`src/design/assert_macros.svh`:
```
`ifndef ASSERT_MACROS_SVH
`define ASSERT_MACROS_SVH

// concurrent check, clocked, disabled while reset is low
`define CHK_ALWAYS(lbl, clk, rstn, prop, msg) \
    lbl: assert property (@(posedge clk) disable iff (!rstn) (prop)) else $error(msg);

// implication check: when cond holds, prop holds in the same cycle
`define CHK_IMPLY(lbl, clk, rstn, cond, prop, msg) \
    lbl: assert property (@(posedge clk) disable iff (!rstn) (cond) |-> (prop)) \
        else $error(msg);

`endif

```
`src/design/fstf_pkg.sv`:
```
`default_nettype none
package fstf_pkg;

    localparam int unsigned FIELD_W  = 24;
    localparam int unsigned SUM_W    = 32;
    localparam int unsigned TR_W     = 17;
    localparam int unsigned MINEXT_W = 16;
    localparam int unsigned DVD_W    = 41;
    localparam int unsigned DVS_W    = 24;
    localparam int unsigned DCNT_W   = 6;

    localparam logic [MINEXT_W-1:0] MIN_EXT_RESET = 16'd7;
    localparam logic [3:0]          SERIES_TERMS  = 4'd12;
    localparam logic [1:0]          LAST_SQUARING = 2'd3;
    localparam logic [1:0]          LAST_CHANNEL  = 2'd2;
    localparam logic [15:0]         CUTOFF_DEPTH  = 16'd12;
    localparam logic [TR_W-1:0]     ONE_Q16       = 17'd65536;
    localparam logic [31:0]         ONE_Q31       = 32'h8000_0000;
    localparam logic [SUM_W-1:0]    SAT32         = 32'hFFFF_FFFF;

    // one slice as held in the queue
    typedef struct packed {
        logic               first;
        logic               thin;
        logic [FIELD_W-1:0] ext;
        logic [FIELD_W-1:0] thick;
        logic [FIELD_W-1:0] sr;
        logic [FIELD_W-1:0] sg;
        logic [FIELD_W-1:0] sb;
    } item_t;

endpackage
`default_nettype wire

```
`src/design/fstf_queue.sv`:
```
`default_nettype none
`include "assert_macros.svh"
module fstf_queue
    import fstf_pkg::*;
(
    input  wire logic  aclk,
    input  wire logic  aresetn,
    input  wire logic  push,
    input  wire item_t push_item,
    output logic       full,
    input  wire logic  pop,
    output logic       pop_valid,
    output item_t      pop_item
);

    item_t      q_reg [2];
    logic       wr_ptr_reg;
    logic       rd_ptr_reg;
    logic [1:0] count_reg;

    assign full      = (count_reg == 2'd2);
    assign pop_valid = (count_reg != 2'd0);
    assign pop_item  = q_reg[rd_ptr_reg];

    // pointers and fill level
    always_ff @(posedge aclk) begin
        if (!aresetn) begin
            wr_ptr_reg <= 1'b0;
            rd_ptr_reg <= 1'b0;
            count_reg  <= 2'd0;
        end else begin
            if (push) begin
                wr_ptr_reg <= ~wr_ptr_reg;
            end
            if (pop) begin
                rd_ptr_reg <= ~rd_ptr_reg;
            end
            if (push && !pop) begin
                count_reg <= count_reg + 2'd1;
            end else if (pop && !push) begin
                count_reg <= count_reg - 2'd1;
            end
        end
    end

    // entry storage
    always_ff @(posedge aclk) begin
        if (push) begin
            q_reg[wr_ptr_reg] <= push_item;
        end
    end

    `CHK_ALWAYS(a_count_range, aclk, aresetn, count_reg <= 2'd2, "queue count out of range")
    `CHK_IMPLY(a_no_overflow, aclk, aresetn, push, count_reg != 2'd2, "push into full queue")
    `CHK_IMPLY(a_no_underflow, aclk, aresetn, pop, count_reg != 2'd0, "pop from empty queue")

endmodule
`default_nettype wire

```
`src/design/fstf_front.sv`:
```
`default_nettype none
module fstf_front
    import fstf_pkg::*;
(
    input  wire logic                aclk,
    input  wire logic                aresetn,
    input  wire logic                cfg_wr_en,
    input  wire logic [MINEXT_W-1:0] cfg_wr_data,
    input  wire logic                s_valid,
    output logic                     s_ready,
    input  wire logic                s_first_slice,
    input  wire logic [FIELD_W-1:0]  s_extinction,
    input  wire logic [FIELD_W-1:0]  s_thickness,
    input  wire logic [FIELD_W-1:0]  s_scatter_red,
    input  wire logic [FIELD_W-1:0]  s_scatter_green,
    input  wire logic [FIELD_W-1:0]  s_scatter_blue,
    input  wire logic                q_full,
    output logic                     q_push,
    output item_t                    q_item
);

    logic [MINEXT_W-1:0] min_ext_reg;

    // threshold register
    always_ff @(posedge aclk) begin
        if (!aresetn) begin
            min_ext_reg <= MIN_EXT_RESET;
        end else if (cfg_wr_en) begin
            min_ext_reg <= cfg_wr_data;
        end
    end

    // accept and classify thin or analytic slab
    assign s_ready      = !q_full;
    assign q_push       = s_valid && !q_full;
    assign q_item.first = s_first_slice;
    assign q_item.thin  = (s_extinction <= {8'd0, min_ext_reg});
    assign q_item.ext   = s_extinction;
    assign q_item.thick = s_thickness;
    assign q_item.sr    = s_scatter_red;
    assign q_item.sg    = s_scatter_green;
    assign q_item.sb    = s_scatter_blue;

endmodule
`default_nettype wire

```
`src/design/fstf_div.sv`:
```
`default_nettype none
module fstf_div
    import fstf_pkg::*;
(
    input  wire logic             aclk,
    input  wire logic             aresetn,
    input  wire logic             start,
    input  wire logic [DVD_W-1:0] dividend,
    input  wire logic [DVS_W-1:0] divisor,
    output logic                  done,
    output logic [DVD_W-1:0]      quotient
);

    logic              busy_reg;
    logic              done_reg;
    logic [DCNT_W-1:0] cnt_reg;
    logic [DVD_W-1:0]  dvd_reg;
    logic [DVS_W-1:0]  dvs_reg;
    logic [DVS_W:0]    rem_reg;
    logic [DVS_W:0]    rem_shift;
    logic              fits;

    assign rem_shift = {rem_reg[DVS_W-1:0], dvd_reg[DVD_W-1]};
    assign fits      = (rem_shift >= {1'b0, dvs_reg});
    assign done      = done_reg;
    assign quotient  = dvd_reg;

    // restoring division, one quotient bit per cycle
    always_ff @(posedge aclk) begin
        if (!aresetn) begin
            busy_reg <= 1'b0;
            done_reg <= 1'b0;
            cnt_reg  <= '0;
        end else begin
            if (start) begin
                busy_reg <= 1'b1;
                cnt_reg  <= DCNT_W'(DVD_W);
            end else if (busy_reg) begin
                cnt_reg <= cnt_reg - DCNT_W'(1);
                if (cnt_reg == DCNT_W'(1)) begin
                    busy_reg <= 1'b0;
                end
            end
            // pulse after the last quotient bit
            done_reg <= !start && busy_reg && (cnt_reg == DCNT_W'(1));
        end
    end

    // remainder and quotient shift
    always_ff @(posedge aclk) begin
        if (start) begin
            dvd_reg <= dividend;
            dvs_reg <= divisor;
            rem_reg <= '0;
        end else if (busy_reg) begin
            dvd_reg <= {dvd_reg[DVD_W-2:0], fits};
            rem_reg <= fits ? (rem_shift - {1'b0, dvs_reg}) : rem_shift;
        end
    end

endmodule
`default_nettype wire

```
`src/design/fstf_back.sv`:
```
`default_nettype none
module fstf_back
    import fstf_pkg::*;
(
    input  wire logic              aclk,
    input  wire logic              aresetn,
    input  wire logic              q_valid,
    input  wire item_t             q_item,
    output logic                   q_pop,
    output logic                   div_start,
    output logic [DVD_W-1:0]       div_dividend,
    output logic [DVS_W-1:0]       div_divisor,
    input  wire logic              div_done,
    input  wire logic [DVD_W-1:0]  div_quotient,
    output logic                   m_valid,
    input  wire logic              m_ready,
    output logic [SUM_W-1:0]       m_sum_red,
    output logic [SUM_W-1:0]       m_sum_green,
    output logic [SUM_W-1:0]       m_sum_blue,
    output logic [TR_W-1:0]        m_total_transmittance
);

    typedef enum logic [3:0] {
        ST_IDLE, ST_DEPTH, ST_SER_MUL, ST_SER_DIV, ST_SQ, ST_CH_SET, ST_CH_PROD,
        ST_CH_DIV, ST_ACC_SET, ST_ACC, ST_TR_SET, ST_TR
    } state_t;

    state_t              state_reg;
    logic [31:0]         a_reg;
    logic [31:0]         b_reg;
    logic [63:0]         prod;
    logic                thin_reg;
    logic [FIELD_W-1:0]  ext_reg;
    logic [FIELD_W-1:0]  thick_reg;
    logic [FIELD_W-1:0]  s_reg [3];
    logic [SUM_W-1:0]    light_reg [3];
    logic [TR_W-1:0]     through_reg;
    logic [31:0]         aval_reg;
    logic [31:0]         sum_reg;
    logic [31:0]         r_reg;
    logic [3:0]          i_reg;
    logic [1:0]          sq_reg;
    logic [1:0]          ch_reg;
    logic [SUM_W-1:0]    integ_reg;
    logic                div_start_reg;
    logic [DVD_W-1:0]    div_dvd_reg;
    logic [DVS_W-1:0]    div_dvs_reg;
    logic                m_valid_reg;
    logic                m_valid_next;
    logic [SUM_W-1:0]    out_r_reg;
    logic [SUM_W-1:0]    out_g_reg;
    logic [SUM_W-1:0]    out_b_reg;
    logic [TR_W-1:0]     out_t_reg;

    logic [31:0]         r_round;
    logic [TR_W-1:0]     slab_t;
    logic [31:0]         one_minus;
    logic [31:0]         q32;
    logic [31:0]         ser_term;
    logic [31:0]         ser_sum;
    logic [33:0]         acc_sum;
    logic [SUM_W-1:0]    acc_sat;
    logic [TR_W-1:0]     through_new;
    logic                tr_fire;

    // series index reciprocal, rounded up, exact for terms below 2^31
    function automatic logic [31:0] recip_mult(input logic [3:0] k);
        logic [31:0] m;
        unique case (k)
            4'd3, 4'd6, 4'd12: m = 32'd2863311531;
            4'd5, 4'd10:       m = 32'd3435973837;
            4'd7:              m = 32'd2454267027;
            4'd9:              m = 32'd3817748708;
            4'd11:             m = 32'd3123612579;
            default:           m = ONE_Q31;
        endcase
        return m;
    endfunction

    // extra right shift that goes with the reciprocal
    function automatic logic [2:0] recip_shift(input logic [3:0] k);
        logic [2:0] s;
        unique case (k)
            4'd1:                   s = 3'd0;
            4'd2:                   s = 3'd1;
            4'd3, 4'd4:             s = 3'd2;
            4'd5, 4'd6, 4'd7, 4'd8: s = 3'd3;
            default:                s = 3'd4;
        endcase
        return s;
    endfunction

    // shared multiplier on registered operands
    assign prod = a_reg * b_reg;

    assign r_round     = r_reg + 32'd16384;
    assign slab_t      = r_round[31:15];
    assign one_minus   = ONE_Q31 - r_reg;
    assign q32         = div_quotient[31:0];
    assign ser_term    = prod[62:31] >> recip_shift(i_reg);
    assign ser_sum     = i_reg[0] ? (sum_reg - ser_term) : (sum_reg + ser_term);
    assign acc_sum     = {2'b00, light_reg[ch_reg]} + {1'b0, prod[48:16]};
    assign acc_sat     = (acc_sum[33:32] != 2'b00) ? SAT32 : acc_sum[31:0];
    assign through_new = prod[32:16];

    // result register handshake
    assign tr_fire      = (state_reg == ST_TR) && (!m_valid_reg || m_ready);
    assign m_valid_next = tr_fire || (m_valid_reg && !m_ready);

    assign q_pop        = (state_reg == ST_IDLE) && q_valid;
    assign div_start    = div_start_reg;
    assign div_dividend = div_dvd_reg;
    assign div_divisor  = div_dvs_reg;
    assign m_valid      = m_valid_reg;
    assign m_sum_red    = out_r_reg;
    assign m_sum_green  = out_g_reg;
    assign m_sum_blue   = out_b_reg;
    assign m_total_transmittance = out_t_reg;

    // slice sequencer, accumulators and result register
    always_ff @(posedge aclk) begin
        if (!aresetn) begin
            state_reg     <= ST_IDLE;
            div_start_reg <= 1'b0;
            m_valid_reg   <= 1'b0;
            light_reg[0]  <= '0;
            light_reg[1]  <= '0;
            light_reg[2]  <= '0;
            through_reg   <= ONE_Q16;
        end else begin
            m_valid_reg <= m_valid_next;
            unique case (state_reg)
                ST_IDLE: begin
                    if (q_valid) begin
                        thin_reg  <= q_item.thin;
                        ext_reg   <= q_item.ext;
                        thick_reg <= q_item.thick;
                        s_reg[0]  <= q_item.sr;
                        s_reg[1]  <= q_item.sg;
                        s_reg[2]  <= q_item.sb;
                        if (q_item.first) begin
                            light_reg[0] <= '0;
                            light_reg[1] <= '0;
                            light_reg[2] <= '0;
                            through_reg  <= ONE_Q16;
                        end
                        a_reg     <= {8'd0, q_item.ext};
                        b_reg     <= {8'd0, q_item.thick};
                        state_reg <= ST_DEPTH;
                    end
                end
                ST_DEPTH: begin
                    ch_reg <= 2'd0;
                    if (prod[47:32] >= CUTOFF_DEPTH) begin
                        r_reg     <= '0;
                        state_reg <= ST_CH_SET;
                    end else begin
                        aval_reg  <= prod[36:5];
                        sum_reg   <= ONE_Q31;
                        i_reg     <= 4'd1;
                        a_reg     <= ONE_Q31;
                        b_reg     <= prod[36:5];
                        state_reg <= ST_SER_MUL;
                    end
                end
                ST_SER_MUL: begin
                    a_reg     <= prod[62:31];
                    b_reg     <= recip_mult(i_reg);
                    state_reg <= ST_SER_DIV;
                end
                ST_SER_DIV: begin
                    sum_reg <= ser_sum;
                    if (i_reg == SERIES_TERMS) begin
                        a_reg     <= ser_sum;
                        b_reg     <= ser_sum;
                        sq_reg    <= 2'd0;
                        state_reg <= ST_SQ;
                    end else begin
                        i_reg     <= i_reg + 4'd1;
                        a_reg     <= ser_term;
                        b_reg     <= aval_reg;
                        state_reg <= ST_SER_MUL;
                    end
                end
                ST_SQ: begin
                    if (sq_reg == LAST_SQUARING) begin
                        r_reg     <= prod[62:31];
                        state_reg <= ST_CH_SET;
                    end else begin
                        a_reg  <= prod[62:31];
                        b_reg  <= prod[62:31];
                        sq_reg <= sq_reg + 2'd1;
                    end
                end
                ST_CH_SET: begin
                    a_reg     <= {8'd0, s_reg[ch_reg]};
                    b_reg     <= thin_reg ? {8'd0, thick_reg} : one_minus;
                    state_reg <= ST_CH_PROD;
                end
                ST_CH_PROD: begin
                    if (thin_reg) begin
                        integ_reg <= prod[47:16];
                        state_reg <= ST_ACC_SET;
                    end else begin
                        div_dvd_reg   <= prod[55:15];
                        div_dvs_reg   <= ext_reg;
                        div_start_reg <= 1'b1;
                        state_reg     <= ST_CH_DIV;
                    end
                end
                ST_CH_DIV: begin
                    div_start_reg <= 1'b0;
                    if (div_done) begin
                        integ_reg <= (div_quotient[DVD_W-1:32] != '0) ? SAT32 : q32;
                        state_reg <= ST_ACC_SET;
                    end
                end
                ST_ACC_SET: begin
                    a_reg     <= {15'd0, through_reg};
                    b_reg     <= integ_reg;
                    state_reg <= ST_ACC;
                end
                ST_ACC: begin
                    light_reg[ch_reg] <= acc_sat;
                    if (ch_reg == LAST_CHANNEL) begin
                        state_reg <= ST_TR_SET;
                    end else begin
                        ch_reg    <= ch_reg + 2'd1;
                        state_reg <= ST_CH_SET;
                    end
                end
                ST_TR_SET: begin
                    a_reg     <= {15'd0, through_reg};
                    b_reg     <= {15'd0, slab_t};
                    state_reg <= ST_TR;
                end
                ST_TR: begin
                    if (tr_fire) begin
                        through_reg <= through_new;
                        out_r_reg   <= light_reg[0];
                        out_g_reg   <= light_reg[1];
                        out_b_reg   <= light_reg[2];
                        out_t_reg   <= through_new;
                        state_reg   <= ST_IDLE;
                    end
                end
                default: begin
                    state_reg <= ST_IDLE;
                end
            endcase
        end
    end

endmodule
`default_nettype wire

```
`src/design/fog_slice_front_to_back_integrator_top.sv`:
```
`default_nettype none
// Front-to-back fog slab integrator. Slices enter through a two-item queue and a
// sequencer with one shared 32x32 multiplier works them out one at a time; the
// exponential series divides by its term index through a reciprocal multiply, and a
// one-bit-per-cycle 41-bit divider serves the colour divisions. A slab past the
// cutoff depth skips the series; a slab below it runs twelve series terms and then
// four squarings. A slab on the analytic path adds three colour divisions on the
// divider. The result waits in an output register while the next slice is
// already being worked. The user must write the threshold with cfg_wr_en only
// while the block is idle; the block itself does not enforce this.
module fog_slice_front_to_back_integrator_top
    import fstf_pkg::*;
(
    input  wire logic                aclk,
    input  wire logic                aresetn,
    input  wire logic                cfg_wr_en,
    input  wire logic [MINEXT_W-1:0] cfg_wr_data,
    input  wire logic                s_valid,
    output logic                     s_ready,
    input  wire logic                s_first_slice,
    input  wire logic [FIELD_W-1:0]  s_extinction,
    input  wire logic [FIELD_W-1:0]  s_thickness,
    input  wire logic [FIELD_W-1:0]  s_scatter_red,
    input  wire logic [FIELD_W-1:0]  s_scatter_green,
    input  wire logic [FIELD_W-1:0]  s_scatter_blue,
    output logic                     m_valid,
    input  wire logic                m_ready,
    output logic [SUM_W-1:0]         m_sum_red,
    output logic [SUM_W-1:0]         m_sum_green,
    output logic [SUM_W-1:0]         m_sum_blue,
    output logic [TR_W-1:0]          m_total_transmittance
);

    logic             q_full;
    logic             q_push;
    item_t            q_in;
    logic             q_pop;
    logic             q_valid;
    item_t            q_out;
    logic             div_start;
    logic [DVD_W-1:0] div_dividend;
    logic [DVS_W-1:0] div_divisor;
    logic             div_done;
    logic [DVD_W-1:0] div_quotient;

    // front: accept and classify
    fstf_front u_front (
        .aclk, .aresetn, .cfg_wr_en, .cfg_wr_data,
        .s_valid, .s_ready, .s_first_slice, .s_extinction, .s_thickness,
        .s_scatter_red, .s_scatter_green, .s_scatter_blue,
        .q_full, .q_push, .q_item(q_in)
    );

    // decoupling queue
    fstf_queue u_queue (
        .aclk, .aresetn, .push(q_push), .push_item(q_in), .full(q_full),
        .pop(q_pop), .pop_valid(q_valid), .pop_item(q_out)
    );

    // shared divider
    fstf_div u_div (
        .aclk, .aresetn, .start(div_start), .dividend(div_dividend),
        .divisor(div_divisor), .done(div_done), .quotient(div_quotient)
    );

    // back: integration sequencer
    fstf_back u_back (
        .aclk, .aresetn, .q_valid, .q_item(q_out), .q_pop,
        .div_start, .div_dividend, .div_divisor, .div_done, .div_quotient,
        .m_valid, .m_ready, .m_sum_red, .m_sum_green, .m_sum_blue,
        .m_total_transmittance
    );

endmodule
`default_nettype wire
```
`config.mk`:
```
export PLATFORM = sky130hd
export DESIGN_NAME = fog_slice_front_to_back_integrator_top
export DESIGN_NICKNAME = d
export VERILOG_FILES = /design/src/design/fstf_pkg.sv /design/src/design/fstf_queue.sv /design/src/design/fstf_front.sv /design/src/design/fstf_div.sv /design/src/design/fstf_back.sv /design/src/design/fog_slice_front_to_back_integrator_top.sv
export VERILOG_INCLUDE_DIRS = /design/src /design/src/design
export SDC_FILE = /design/constraint.sdc
export NUM_CORES = 2
export LEC_CHECK = 0
export BUFFER_PORTS_ARGS = -buffer_cell sky130_fd_sc_hd__buf_2
export CAP_MARGIN = 20
export CELL_PAD_IN_SITES_DETAIL_PLACEMENT = 1
export CELL_PAD_IN_SITES_GLOBAL_PLACEMENT = 1
export CORE_MARGIN = 2
export CORE_UTILIZATION = 38
export DETAILED_ROUTE_END_ITERATION = 6
export PLACE_DENSITY = 0.74
export SYNTH_ARGS = -nofsm -noshare
export SYNTH_HDL_FRONTEND = slang
export SYNTH_HIERARCHICAL = 1
export SYNTH_SLANG_ARGS = --single-unit
```
`constraint.sdc`:
```
create_clock -name aclk -period 13.9 [get_ports aclk]
set_input_delay 0.695 -clock aclk [delete_from_list [all_inputs] [get_ports aclk]]
set_output_delay 0.695 -clock aclk [all_outputs]
set_load 0.03 [all_outputs]
```
# Word level (Yosys, flattened, before mapping)
# Memory sizes are Yosys's and may differ from the RTL's. A register that Yosys moved wholly into a read port is not among the register bits.
# Cells that the tools add are included.
dict set report word_totals {
  reg_bits 471
  input_bits 142
  memories 5
  wordCells 217
  ram_bits 412
  romBits 528
  output_inout_bits 115
}
# memory words width rd rd_ports_with_merged_regs write_ports line
set memory_table {}
lappend memory_table {{(no name shown)} 16 30 1 1 0 fstf_back.sv:69} ;# unique case (k)
lappend memory_table {u_queue.q_reg 2 122 1 1 1 fstf_queue.sv:16} ;# item_t q_reg [2];
lappend memory_table {u_back.light_reg 3 32 4 4 3 fstf_back.sv:36} ;# logic [SUM_W-1:0] light_reg [3];
lappend memory_table {u_back.s_reg 3 24 1 1 3 fstf_back.sv:35} ;# logic [FIELD_W-1:0] s_reg [3];
lappend memory_table {{(no name shown)} 16 3 1 1 0 fstf_back.sv:83} ;# unique case (k)
dict set report classes {
  bitwise 8
  n_shift 1
  addsub 12
  reduce_logical 48
  order_cmp 3
  mux 80
  eq_ne 29
  multipliers 1
}
# cell count
set op_table {}
lappend op_table {{$mux W32} 19}
lappend op_table {{$pmux W32 S8} 1}
lappend op_table {{$pmux W32 S7} 1}
lappend op_table {{$pmux W32 S2} 3}
lappend op_table {{$mux W41} 2}
lappend op_table {{$mul A32 B32 Y63} 1}
lappend op_table {{$mux W17} 3}
lappend op_table {{$pmux W4 S12} 1}
lappend op_table {{$mux W4} 10}
lappend op_table {{$add A32 B33 Y34} 1}
lappend op_table {{$pmux W17 S2} 1}
lappend op_table {{$add A32 B15 Y32 const B} 1}
lappend op_table {{$add A32 B32 Y32} 1}
lappend op_table {{$reduce_or A32 Y1} 1}
lappend op_table {{$shr A32 B3 Y32} 1}
lappend op_table {{$sub A32 B32 Y32} 1}
lappend op_table {{$sub A32 B32 Y32 const A} 1}
lappend op_table {{$ge A25 B24 Y1} 1}
lappend op_table {{$le A24 B16 Y1} 1}
lappend op_table {{$mux W24} 1}
lappend op_table {{$reduce_and A4 Y1} 6}
lappend op_table {{$sub A24 B24 Y24} 1}
lappend op_table {{$mux W1} 22}
lappend op_table {{$eq A4 B4 Y1 const B} 5}
lappend op_table {{32 further kinds} 96}

# Logic depth before layout (Yosys ltp)
dict set report logic_depth {
  word_depth 7
  ltp_mapped 47
}

# Modules after synthesis
# The synthesis kept the hierarchy.
# mod area_each_um2 seq_area_each_um2 n_inst cells_each
set by_module_without_submodules {}
lappend by_module_without_submodules {fstf_back 66744.0 19769.0 1 6532}
lappend by_module_without_submodules {fstf_queue 9357.7 7427.1 1 402}
lappend by_module_without_submodules {fstf_div 5196.2 2592.5 1 480}
lappend by_module_without_submodules {fstf_front 1953.1 320.3 1 234}

# Worst setup path after synthesis
# Ideal clock, no wire load.
dict set report synth_timing {
  kind {reg2reg}
  start {register u_back.b_reg[8]}
  end {register u_back.a_reg[31] (data pin)}
  t_arrival_ps 11051
  n_path_buf 2
  stages_incl_launch_ff 45
  period_less_slack_ps 11196
  setup_time_ps 145
  slack_ps 2704
  path_cell_list {edfxtp_1 -> clkbuf_1 -> and2_1 -> fa_1 -> fa_1 -> inv_1 -> fa_1 -> fa_1 -> inv_1 -> fa_1 -> fa_1 -> fa_1 -> inv_1 -> fa_1 -> inv_1 -> ha_1 -> clkbuf_1 -> and2_1 -> [9 not listed] -> and3b_1 -> and3_1 -> a21oi_1 -> xor2_1 -> ha_1 -> o21a_1 -> o21ai_0 -> nor2_1 -> a221o_1 -> a41oi_1 -> o21ai_0 -> a211oi_1 -> o41ai_1 -> a21o_1 -> a21o_1 -> a21oi_1 -> xnor3_2 -> o21ai_1}
}
dict set report synth_via {
  elab_chain_cells 6
  elab_cells_between_ends 8
  cone_classes {add/sub: 2; mul: 1; shift: 1; mux: 4}
}
# element line
set synth_rtl {}
lappend synth_rtl {{from (decl)} fstf_back.sv:30} ;# logic [31:0] b_reg;
lappend synth_rtl {{from (signal assigned)} fstf_back.sv:148} ;# b_reg <= {8'd0, q_item.thick};
lappend synth_rtl {{from (signal assigned)} fstf_back.sv:162} ;# b_reg <= prod[36:5];
lappend synth_rtl {{from (signal assigned)} fstf_back.sv:168} ;# b_reg <= recip_mult(i_reg);
lappend synth_rtl {{$mul A32 B32 Y63 (*)} fstf_back.sv:94} ;# assign prod = a_reg * b_reg;
lappend synth_rtl {{via u_back.prod[44]} fstf_back.sv:31} ;# logic [63:0] prod;
lappend synth_rtl {{$shr A32 B3 Y32 (*)} fstf_back.sv:100} ;# assign ser_term = prod[62:31] >> recip_shift(i_reg);
lappend synth_rtl {{$add A32 B32 Y32 / $sub A32 B32 Y32 (equally long branches)} fstf_back.sv:101} ;# assign ser_sum = i_reg[0] ? (sum_reg - ser_term) : (sum_reg + ser_term);
lappend synth_rtl {{$mux W32} fstf_back.sv:101}
lappend synth_rtl {{$mux W32 (*)} fstf_back.sv:173} ;# if (i_reg == SERIES_TERMS) begin
lappend synth_rtl {{$pmux W32 S7 (*)} fstf_back.sv:132} ;# unique case (state_reg)
lappend synth_rtl {{to (signal assigned)} fstf_back.sv:147} ;# a_reg <= {8'd0, q_item.ext};
lappend synth_rtl {{to (signal assigned)} fstf_back.sv:174} ;# a_reg <= ser_sum;
lappend synth_rtl {{to (signal assigned)} fstf_back.sv:180} ;# a_reg <= ser_term;
lappend synth_rtl {{to (decl)} fstf_back.sv:29} ;# logic [31:0] a_reg;
# The timed path passes the listed nets; every way through them passes the cells marked *. The select of a mux whose other input is x is not followed.
# A chain may end at the register's enable or synchronous reset.

# Final worst setup path
dict set report layout_timing {
  start {register u_back.b_reg[9]}
  end {register u_back.b_reg[31] (data pin)}
}
dict set report layout_via {
  elab_chain_cells 6
  elab_cells_between_ends 9
  cone_classes {add/sub: 2; mul: 1; shift: 1; mux: 5}
}
# element line
set layout_rtl {}
lappend layout_rtl {{$mul A32 B32 Y63 (*)} fstf_back.sv:94}
lappend layout_rtl {{via u_back.prod[33]} fstf_back.sv:31}
lappend layout_rtl {{$shr A32 B3 Y32 (*)} fstf_back.sv:100}
lappend layout_rtl {{$add A32 B32 Y32 / $sub A32 B32 Y32 (equally long branches)} fstf_back.sv:101}
lappend layout_rtl {{$mux W32 (*)} fstf_back.sv:101}
lappend layout_rtl {{$mux W32 (*)} fstf_back.sv:173}
lappend layout_rtl {{$pmux W32 S8 (*)} fstf_back.sv:132}
# Marks and branches as above.

==> metrics.txt <==
status=complete, but fails checks; failing checks=design-rule violations; most frequent CP cell=fa_1; startpoint types=flip-flop; number of max-cap violations=0; Seq cells post-synth=between 1000 and 1500; Synth cell types=between 100 and 150; RSZ-0062 raised after global routing=false; DP Wirelength=242000 um; drt first pass iters=7; first-pass GRT wire length=453000 um; Max Freq=between 70 and 80 MHz; Max-Slew Margin vs Limit=21.0%; via/cell ratio=5.63; clock sink count=between 1000 and 1500; CP bufs+invs=8; largest area contributor in the netlist=edfxtp_1; synthesized-area fraction occupied by adder cells=a little over a quarter; Die H=about 470 um; Post-CTS Hold Buffers=0; Worst Max-Slew Pin Slew=between 1 and 1.5 ns; initial core utilization=a little under two fifths; DIE WIDTH=472 um; Worst Path Class, Setup=flip-flop to flip-flop; syn nets=9063; post-route ant nets=0; DRT iter0 DRCs=5146; GPL Wtd Cong=between 1 and 1.5; R2R Setup Slk=0.31 ns; post-synthesis mux area share=4.64%; Cell Rows=171; Top Ports=257; CP Max Fanout=18; worst path required time=between 10 and 15 ns; CTS tree=built; synth cell count leaders=inv_1, edfxtp_1, fa_1, nand2_1, and2_1; number of flip-flops in the largest register=244; cts bufs inserted=110; synth top area cells=edfxtp_1, fa_1, ha_1; RR Endpoint=u_back/b_reg[31]; clk_lat worst skew=a little under 0.8 ns; final hold violations=0; total core area=between 200000 and 250000 um^2; max incr delay on CP=0.87 ns; number of global-route vias before repair=about 67000; Root Driver=clkbuf_16; antenna violations before repair=33; max-slew violations=0; total number of vias=61200; top cell type's share of synthesized area=approximately 34%; Post-Synth XOR/XNOR Area=2.20%; largest net degree at the start of global routing=77; Fillers=approximately 24000; skew final=between 0.08 and 0.09 ns; Worst Hold Depth=1; Worst path slowest cell=edfxtp_1; Largest delay share family, worst path=adder cells; Post-Syn Area=~83000 um^2; IO Port Bufs=between 200 and 300; most frequent cell after synthesis=inv_1; total grt overflow=0; Sum Neg Setup Slack=0 ns; Synth Area in Simple Gates=13.4%; Final Cycle Share=97.8%; Hold Startpoint=s_thickness[6]; largest family of logic cells by synthesized area=adder cells; crit path capture type=flip-flop; Post-synth EDFFs=between 900 and 1000; dominant register cell in the synthesized netlist=edfxtp_1; layout cells sized above 1=between 10% and 20%; clk buf depth=3; Hold/Removal Path Class=primary input to flip-flop; area fraction in compound gates after synthesis=8.81%; r2r startpoint=u_back/b_reg[9]; share of flip-flops with an asynchronous set or reset=0%; DRC=1; Die ar.=approximately 220000 um^2; Seq/Total Area, Yosys=roughly 36%; Syn Area/Cell=~11 um^2; nets=9325; Hold Path Sink=u_queue/q_reg[0][78]; H-tree Lvls=3; yosys warns=6; CP Data Arrival Time=between 10 and 15 ns; Mapped Cells=around 7600; setup violators final=0; DR WL/cell=about 28 um; GR Util All Layers=between 20% and 30%; drt total wl=roughly 310000 um; FF-to-FF path depth=44; Layout area overhead=11.6%; fin crit period=13.59 ns; clock-pin slew on the worst setup and hold paths=around 0.06 ns
-- what timing repair did --
| action | CTS | global route |
|---|---|---|
| gates resized for setup | 0 | 1 |
| buffers inserted | 0 | 11 |
| endpoints found under the setup margin | 0 | 12 |
-- logic make-up (layout without fill, tap and decap cells) --
kind of cell	count (synthesis)	after routing
AOI/OAI and AO/OA	1088	1088
DFF	1036	1036
and+or+nand+nor	2237	2237
adders and majority gates	1273	1273
muxes	287	287
xor gates and xnor gates	202	202
buffers and inverters	1525	1880
other	0	9
-- worst max path at each step --
stage | startpoint | to | slack, ns | cells past startpoint
after floorplan | u_back/b_reg[8] | u_back/a_reg[31] | 2.70 | 44
after global placement | u_back/a_reg[7] | u_back/b_reg[31] | 0.45 | 44
after detailed placement | u_back/a_reg[7] | u_back/b_reg[31] | 0.46 | 44
after CTS | u_back/a_reg[7] | u_back/b_reg[31] | 0.34 | 44
after global routing | u_back/b_reg[9] | u_back/b_reg[31] | 0.04 | 46
final | u_back/b_reg[9] | u_back/b_reg[31] | 0.31 | 44
-- cell usage in the layout (no fill, tap or decap), types with 96 or more instances in the layout --
master | netlist | final
and2_1 | 664 | 662
clkbuf_16 | 0 | 111
a21oi_1 | 289 | 288
edfxtp_1 | 936 | 936
buf_4 | 122 | 403
nor2_1 | 396 | 390
o21ai_0 | 210 | 209
ha_1 | 376 | 376
buf_2 | 14 | 257
nand2_1 | 723 | 721
fa_1 | 897 | 897
dfxtp_1 | 100 | 96
inv_1 | 993 | 993
-- per-layer routing --
layer  vias to the layer above  part of all wire, %  track usage [%]
met5                         -                0.067                0
met4                        32                  5.9             13.3
met3                       620                  6.7             4.48
met2                      2285                   48             45.7
met1                     32200                   40             34.7
li1                      26100                    -                -
-- cell type report --
type / count / area, um^2 / share of cell area [%]
Multi-Input combinational cell: 5087 / 47100 / 50.7
Sequential cell: 1036 / 30100 / 32.4
Timing Repair Buffer: 680 / 4680 / 5.03
Inverter: 995 / 3730 / 4.02
Tap cell: 2854 / 3570 / 3.84
Clock buffer: 145 / 2990 / 3.21
Clock inverter: 60 / 683 / 0.735
Antenna cell: 9 / 22.5 / 0.0242
-- stage by stage --
step | util, % | area (um^2) | hold WS (ns) | setup slack (ns) | cells
after floorplan | - | 83300 | 0.400 | 2.70 | 7648
after global placement | 40.9 | 88900 | 0.403 | 0.449 | 10600
after detailed placement | 40.9 | 88900 | 0.406 | 0.455 | 10600
after CTS | 42.6 | 92600 | 0.0773 | 0.343 | 10800
after global routing | 42.7 | 92900 | 0.0834 | 0.0361 | 10900
final | 42.7 | 92900 | 0.105 | 0.312 | 10900
Power is left out: the tool's default activity adds up to more than one toggle a clock period on the data nets, which glitch-free logic cannot reach.
